===== config.mk =====
export PLATFORM = sky130hd
export DESIGN_NAME = tun_norm_step
export DESIGN_NICKNAME = d
export VERILOG_FILES = /design/src/tun_pkg.sv /design/src/tun_norm_step.sv
export SDC_FILE = /design/constraint.sdc
export NUM_CORES = 1
export LEC_CHECK = 0
export ABC_AREA = 1
export BUFFER_PORTS_ARGS = -buffer_cell sky130_fd_sc_hd__buf_2
export CORE_ASPECT_RATIO = 2
export CORE_MARGIN = 1
export CORE_UTILIZATION = 35
export CTS_CLUSTER_DIAMETER = 40
export DETAILED_ROUTE_END_ITERATION = 16
export SYNTH_ARGS = -nofsm -noshare
export SYNTH_HDL_FRONTEND = slang
export SYNTH_SLANG_ARGS = --single-unit

===== constraint.sdc =====
create_clock -name clk_i -period 7 [get_ports clk_i]
set_input_delay 0.35 -clock clk_i [delete_from_list [all_inputs] [get_ports clk_i]]
set_output_delay 0.35 -clock clk_i [all_outputs]
set_load 0.05 [all_outputs]

===== src/tun_pkg.sv =====
// Shared widths, stage counts and the normalize-stage record for the unit-normal block.
package tun_pkg;

  localparam int CW   = 16;            // vertex coordinate width, signed Q8.8
  localparam int FB   = 14;            // fraction bits of the normal components
  localparam int EW   = CW + 1;        // edge vector component
  localparam int PW   = 2 * EW;        // one product of the cross product
  localparam int NW   = PW + 1;        // signed cross product component
  localparam int MW   = NW - 1;        // cross product magnitude
  localparam int HW   = MW / 2;        // low half for the split squaring
  localparam int HIW  = MW - HW;       // high half for the split squaring
  localparam int SQW  = 2 * MW;        // square of one component
  localparam int SW   = SQW + 2;       // sum of three squares
  localparam int RW   = SW + 2 * FB + 5; // normalize recurrence, signed
  localparam int QW   = FB + 1;        // result magnitude
  localparam int OW   = FB + 2;        // signed result
  localparam int PRE  = 7;             // stages ahead of the normalize chain
  localparam int NSTG = PRE + QW + 1;  // total register stages
  localparam int NORM_ONE = 2 ** FB;

  typedef struct packed {
    logic signed [RW-1:0] r;   // remainder against the target
    logic signed [RW-1:0] a;   // scaled s*(2q-1) term
    logic signed [RW-1:0] b;   // scaled s term
    logic [QW-1:0]        q;   // result bits so far, MSB first
    logic                 neg;
    logic                 degen;
  } tun_norm_t;

endpackage


===== src/tun_norm_step.sv =====
// One registered step of the bit-at-a-time normalize recurrence.
module tun_norm_step (
  input  logic               clk_i,
  input  logic               en_i,
  input  tun_pkg::tun_norm_t st_i,
  output tun_pkg::tun_norm_t st_o
);

  logic signed [tun_pkg::RW-1:0] r, a, b, delta, diff;
  logic                          take;
  tun_pkg::tun_norm_t            st_d, st_q;

  always_comb begin
    r     = st_i.r;
    a     = st_i.a;
    b     = st_i.b;
    delta = a + b;
    diff  = r - delta;
    take  = !diff[tun_pkg::RW-1];
    st_d       = st_i;
    st_d.r     = take ? diff : r;
    st_d.a     = take ? ((a >>> 1) + b) : (a >>> 1);
    st_d.b     = b >>> 2;
    st_d.q     = {st_i.q[tun_pkg::QW-2:0], take};
  end

  always_ff @(posedge clk_i) begin
    if (en_i) begin
      st_q <= st_d;
    end
  end

  assign st_o = st_q;

endmodule


==> results of run 1 <==
[layout make-up]
class / count / share of cell area
diodes: 16 / 0.000931
clock buffers: 50 / 0.0281
clock inverters: 36 / 0.00928
inverters: 1327 / 0.116
multi-input cells: 4160 / 0.490
flip-flops and latches: 324 / 0.226
well taps: 1344 / 0.0391
repair buffers: 710 / 0.0900
[routing by layer]
metal  routed length [um]  GRT usage
met1                72200      0.397
met2               103000      0.697
met3                14500     0.0709
met4                32400      0.496
met5                   11          0
[repair_timing]
action,4_1_cts,5_1_grt
endpoints found under the hold margin,40,0
resized for setup,0,0
hold buffers,40,0
[per-stage QoR]
stage | util | area, um2
4_1_cts | 0.420 | 43000
2_1_floorplan | - | 36200
6_report | 0.420 | 43000
3_5_place_dp | 0.400 | 40900
3_3_place_gp | 0.400 | 40900
5_1_grt | 0.420 | 43000
[power breakdown]
group | switching, W | internal (W)
clock network | 0.00115 | 0.00135
registers | 0.000171 | 0.00269
logic | 0.00523 | 0.00160
total | 0.00655 | 0.00565
[layout by cell type (no fill, tap or decap), types with 7 or more instances in the layout]
| cell | count |
|---|---|
| nor3_1 | 33 |
| inv_8 | 7 |
| buf_4 | 13 |
| nand3_1 | 409 |
| o21bai_1 | 43 |
| a21boi_0 | 11 |
| dlygate4sd3_1 | 40 |
| nor2_2 | 9 |
| and2_1 | 18 |
| nor2_1 | 465 |
| xnor2_1 | 11 |
| fa_1 | 103 |
| diode_2 | 16 |
| ha_1 | 206 |
| o21ai_0 | 37 |
| buf_2 | 651 |
| a21oi_1 | 173 |
| clkbuf_16 | 48 |
| inv_1 | 1327 |
| edfxtp_1 | 324 |
| nand3_2 | 10 |
| clkinv_8 | 10 |
| nand4_1 | 48 |
| xor2_1 | 103 |
| nand2_1 | 2446 |
| nor4_1 | 7 |
| nand3b_1 | 7 |
[worst max path at each step]
stage | to | depth (start not counted)
after detailed placement | st_o[122] | 23
final | st_o[122] | 18
after floorplan | st_o[213] | 22
after global placement | st_o[122] | 23
after global routing | st_o[262] | 18
after CTS | st_o[262] | 18
[kinds of logic (layout without fill, tap and decap cells)]
family          after synthesis  in the layout
simple gates               3465           3465
compound gates              272            272
xor+xnor                    114            114
flops                       324            324
fa+ha+maj                   309            309
buf+inv                    1395           2123
other cells                   0             16
==> impl_metrics.json, run 1 <==
{
  "status": "finished, final reports clean",
  "drv_slew": 0,
  "synth-compound-area-share": 0.0418,
  "num_io_pins": 654,
  "postRouteAntennaNets": 0,
  "grt_overflow_total": 0,
  "cp_data_arrival_time_ns": 5.31,
  "wirelength_um": 222000,
  "cpLargestDelayFamily": "simple AND/OR/NAND/NOR gates",
  "path_class": "in -> reg",
  "rsz0062_at_grt": "no",
  "finalPower_w": 0.0122,
  "synthCells": 5879,
  "cp_num_buf_inv": 4,
  "wl_per_cell_um": 27.8,
  "yosys.area.top_type": "edfxtp_1",
  "period_share": 0.694,
  "cts_tree": "done",
  "critPathRequiredTime_ns": 7.46,
  "relSlewSlack": 0.368,
  "async_flop_share": 0,
  "gp_congestion": 1.06,
  "ys_ff_latch": 324,
  "synthAdderAreaFrac": 0.128,
  "largest_register_ffs": 324,
  "core_mm2": 0.102,
  "vias_per_cell": 5.05,
  "drive_gt1_frac": 0.118,
  "crit_chain": "dlygate4sd3_1, buf_2, inv_1, fa_1, ha_1, nand2_1, nor2_1, nand2_1, nor2_1, nand2_1, nor2_2, nand2_4, nand3_2, nand2_4, nand2_4, buf_4, nand2_1, nand2_1",
  "yosysUniqueCellTypes": 34,
  "setup_viol": 0,
  "place_ws_ns": 2.05,
  "grt_pass1_wl_um": 297000,
  "start_kind": "primary input",
  "cts_buffers": 47,
  "p_leak_nw": 24.7,
  "syn_area_mm2": 0.0362,
  "fin_ws_ns": 2.14,
  "start_util": 0.354,
  "synth_fp_nets": 6516,
  "max_stage_delay_ns": 0.64,
  "cp_max_fo": 67,
  "min_path_type": "in -> reg",
  "die_y_um": 457,
  "worst_slew_pin_slew_ns": 0.948,
  "clockBufferDepth": 3,
  "row_count": 166,
  "fmax_mhz": 206,
  "maxCapViolations": 0,
  "seqCellArea_mm2": 0.00973,
  "synthXorXnorAreaFrac": 0.0276,
  "antenna_found_initial": 20,
  "vias": 40300,
  "min_period_ns": 4.86,
  "endpoint_kind": "flop",
  "synth_top_family_by_area": "simple AND/OR/NAND/NOR gates",
  "die_area_mm2": 0.105,
  "cts_sinks": 324,
  "synthFlopType": "edfxtp_1",
  "clk_pin_slew_ns": 0.06,
  "dr.pass1.iters": 7,
  "dp_hpwl_um": 194000,
  "critPathSlowestCell": "buf_4",
  "synth_area_leaders": "edfxtp_1, nand2_1, inv_1, ha_1, fa_1",
  "synth_top_area_frac": 0.269,
  "yosys-mux-area-fraction": 0,
  "synth-simple-area-share": 0.384,
  "fin_hold_ws_ns": 0.0212,
  "cts-root-buf": "clkbuf_16",
  "grt_max_degree": 141,
  "io_buffers": 652,
  "postCtsSetupRepairBufs": 0,
  "synth.most_common_cell": "nand2_1",
  "min_to": "st_o[105]",
  "power.density_mw_per_mm2": 284,
  "fillCellCount": 11300,
  "htree_levels": 2,
  "layoutNonFillerInstCount": 7967,
  "synth.avg_cell_area_um2": 6.16,
  "worstHoldPathCells": 1,
  "grt_use_total": 0.415,
  "worstSetupStartpoint": "st_i[111]",
  "min_from": "st_i[107]",
  "synth_edf_count": 324,
  "multi_input_area_mm2": 0.0211,
  "drt_iter0_markers": 3168,
  "area_growth_pct": 18.7,
  "synthTopCellsByCount": "nand2_1, inv_1, nor2_1, nand3_1, edfxtp_1",
  "finalHoldViolCount": 0,
  "grt_pass1_vias": 39300,
  "placed_cells": 7825,
  "nNetsFinal": 7207,
  "cp_common_cell": "nand2_1",
  "synth_seq_area_share": 0.269,
  "drcViolationCount": 0,
  "ir_drop_uv": 299,
  "finalSetupTns_ns": 0,
  "die_w_um": 229,
  "yosysWarnings": 0
}
No activity file was read; power rests on OpenSTA's default activity.
==> inputs of run 2 (changes only) <==
- ABC_AREA: 1 -> 0
- clock period: 7 -> 4.6 ns (I/O delays scaled with it)
==> impl_metrics.json, run 2 <==
{
  "status": "finished, final reports clean",
  "finalPower_w": 0.0177,
  "ir_drop_uv": 454,
  "yosys-mux-area-fraction": 0.000364,
  "num_io_pins": 654,
  "mostFrequentLayoutCells": "buf_2, nand2_1, edfxtp_1",
  "vias_per_cell": 5.26,
  "worst_slew_pin_slew_ns": 0.719,
  "setup_viol": 0,
  "yosys.area.top_type": "edfxtp_1",
  "start_kind": "primary input",
  "endpoint_kind": "flop",
  "postRouteAntennaNets": 0,
  "area_growth_pct": 38.7,
  "fmax_mhz": 224,
  "synthXorXnorAreaFrac": 0.0635,
  "path_class": "in -> reg",
  "period_share": 0.972,
  "p_leak_nw": 17.0,
  "vias": 27500,
  "synth.avg_cell_area_um2": 8.98,
  "synth_edf_count": 324,
  "synth-compound-area-share": 0.215,
  "gp_congestion": 0.984,
  "synthTopCellsByCount": "nand2_1, edfxtp_1, o21ai_0, a21oi_1, inv_1",
  "die_area_mm2": 0.0798,
  "grt_max_degree": 83,
  "synth.most_common_cell": "nand2_1",
  "layout_commonest_cell": "buf_2",
  "max_stage_delay_ns": 0.52,
  "yosysUniqueCellTypes": 81,
  "relSlewSlack": 0.515,
  "antenna_found_initial": 14,
  "cts_buffers": 47,
  "cp_max_fo": 5,
  "finalSetupTns_ns": 0,
  "io_buffers": 652,
  "largest_register_ffs": 324,
  "grt_use_total": 0.290,
  "synthAdderAreaFrac": 0.169,
  "finalHoldViolCount": 0,
  "rsz0062_at_grt": "no",
  "synth_area_leaders": "edfxtp_1, ha_1, fa_1, o21ai_0, nand2_1",
  "synthCells": 3064,
  "critPathSlowestCell": "dlygate4sd3_1",
  "grt_overflow_total": 0,
  "cts_sinks": 324,
  "cp_common_cell": "buf_4",
  "drt_iter0_markers": 1446,
  "dp_hpwl_um": 98300,
  "synth_top_area_frac": 0.353,
  "synth-simple-area-share": 0.136,
  "power.density_mw_per_mm2": 464,
  "grt_pass1_vias": 28700,
  "synth_fp_nets": 3701,
  "die_y_um": 399,
  "drcViolationCount": 0,
  "core_mm2": 0.0780,
  "critPathRequiredTime_ns": 4.95,
  "fin_hold_ws_ns": 0.0249,
  "die_w_um": 200,
  "async_flop_share": 0,
  "dr.pass1.iters": 7,
  "ys_ff_latch": 324,
  "syn_area_mm2": 0.0275,
  "cp_data_arrival_time_ns": 4.82,
  "crit_chain": "dlygate4sd3_1, buf_2, inv_1, fa_1, ha_1, a21oi_1, o21ai_0, a22oi_1, o221ai_2, buf_4, a32o_2, a2111oi_0, or2_1, o21a_1, o41ai_2, xnor2_1, buf_4, o21ai_1",
  "htree_levels": 2,
  "yosysWarnings": 0,
  "nNetsFinal": 4794,
  "grt_pass1_wl_um": 173000,
  "synth_top_family_by_area": "compound AO/OA/AOI/OAI gates",
  "min_period_ns": 4.47,
  "row_count": 145,
  "wl_per_cell_um": 22.8,
  "synthFlopType": "edfxtp_1",
  "clk_pin_slew_ns": 0.06,
  "synth_seq_area_share": 0.353,
  "drive_gt1_frac": 0.244,
  "cts-root-buf": "clkbuf_16",
  "maxCapViolations": 0,
  "cts_tree": "done",
  "start_util": 0.353,
  "drv_slew": 0,
  "wirelength_um": 119000,
  "min_path_type": "in -> reg",
  "clockBufferDepth": 3
}
run 2: cell types whose count changed after synthesis, moves of 18 or more:
| cell | change |
|---|---|
| a21oi_1 | +115 |
| clkbuf_1 | +116 |
| nand3_1 | -378 |
| a31oi_1 | +22 |
| inv_1 | -1054 |
| a21o_1 | +98 |
| o21ai_1 | +26 |
| nor2_1 | -324 |
| xnor2_1 | +93 |
| o21a_1 | +20 |
| nand2_1 | -2045 |
| o21ai_0 | +274 |
| o211ai_1 | +18 |
| nand4_1 | +46 |
run 2: what timing repair did:
action / CTS / global route
endpoints found under the setup margin: 0 / 37
hold endpoints to repair: 304 / 0
setup buffers: 0 / 2
resized for setup: 0 / 16
hold buffers: 304 / 0
run 2: worst max-delay path: cells and delay by family:
| kind | cells | cell delay, ns |
|---|---|---|
| AOI/OAI and AO/OA | 9 | 1.95 |
| buffers and inverters | 5 | 1.15 |
| and+or+nand+nor | 1 | 0.32 |
| adders and majority gates | 2 | 0.84 |
| xor gates and xnor gates | 1 | 0.29 |
run 2: per-stage QoR:
step | instance area (um2) | instances | worst slack (ns) | utilization
global placement | 33500 | 4831 | -0.201 | 0.429
floorplan | 27500 | 3064 | 0.527 | -
global route | 38200 | 5224 | 0.00400 | 0.490
CTS | 38100 | 5217 | 0.00870 | 0.488
detailed placement | 33500 | 4831 | -0.322 | 0.429
finish | 38200 | 5224 | 0.130 | 0.490
run 2: layout make-up:
type	instances	area, um2
antenna	5	12.5
clock buffer	49	1180
clock inverter	33	403
fill	7475	39800
inverter	273	1020
multi-input combinational	2305	16100
sequential	324	9730
tap	1029	1290
timing repair buffer	1206	8410
run 2: routing by layer:
| metal | vias up | wire length, um | GRT usage |
|---|---|---|---|
| met5 | - | 134 | 0 |
| met4 | 18 | 8340 | 0.185 |
| met3 | 294 | 5800 | 0.0403 |
| met2 | 997 | 64100 | 0.565 |
| met1 | 13000 | 40900 | 0.284 |
| li1 | 13200 | - | - |
run 2: where the power goes:
group	internal [W]	switching [W]	total (W)
clock	0.00207	0.00161	0.00368
sequential	0.00426	0.000231	0.00449
combinational	0.00298	0.00658	0.00956
run 2: final timing paths:
kind,slack [ns],to,depth (start not counted),from
setup / recovery,0.13,st_o[324],18,st_i[23]
hold / removal,0.02,st_o[279],3,st_i[279]
run 2: logic make-up (layout without fill, tap and decap cells):
family                     Yosys count  in the layout
muxes                                1              1
other                                0              5
DFF                                324            324
adders and majority gates          310            310
buffers and inverters              435           1561
and+or+nand+nor                    819            819
xor gates and xnor gates           198            198
AOI/OAI and AO/OA                  977            977
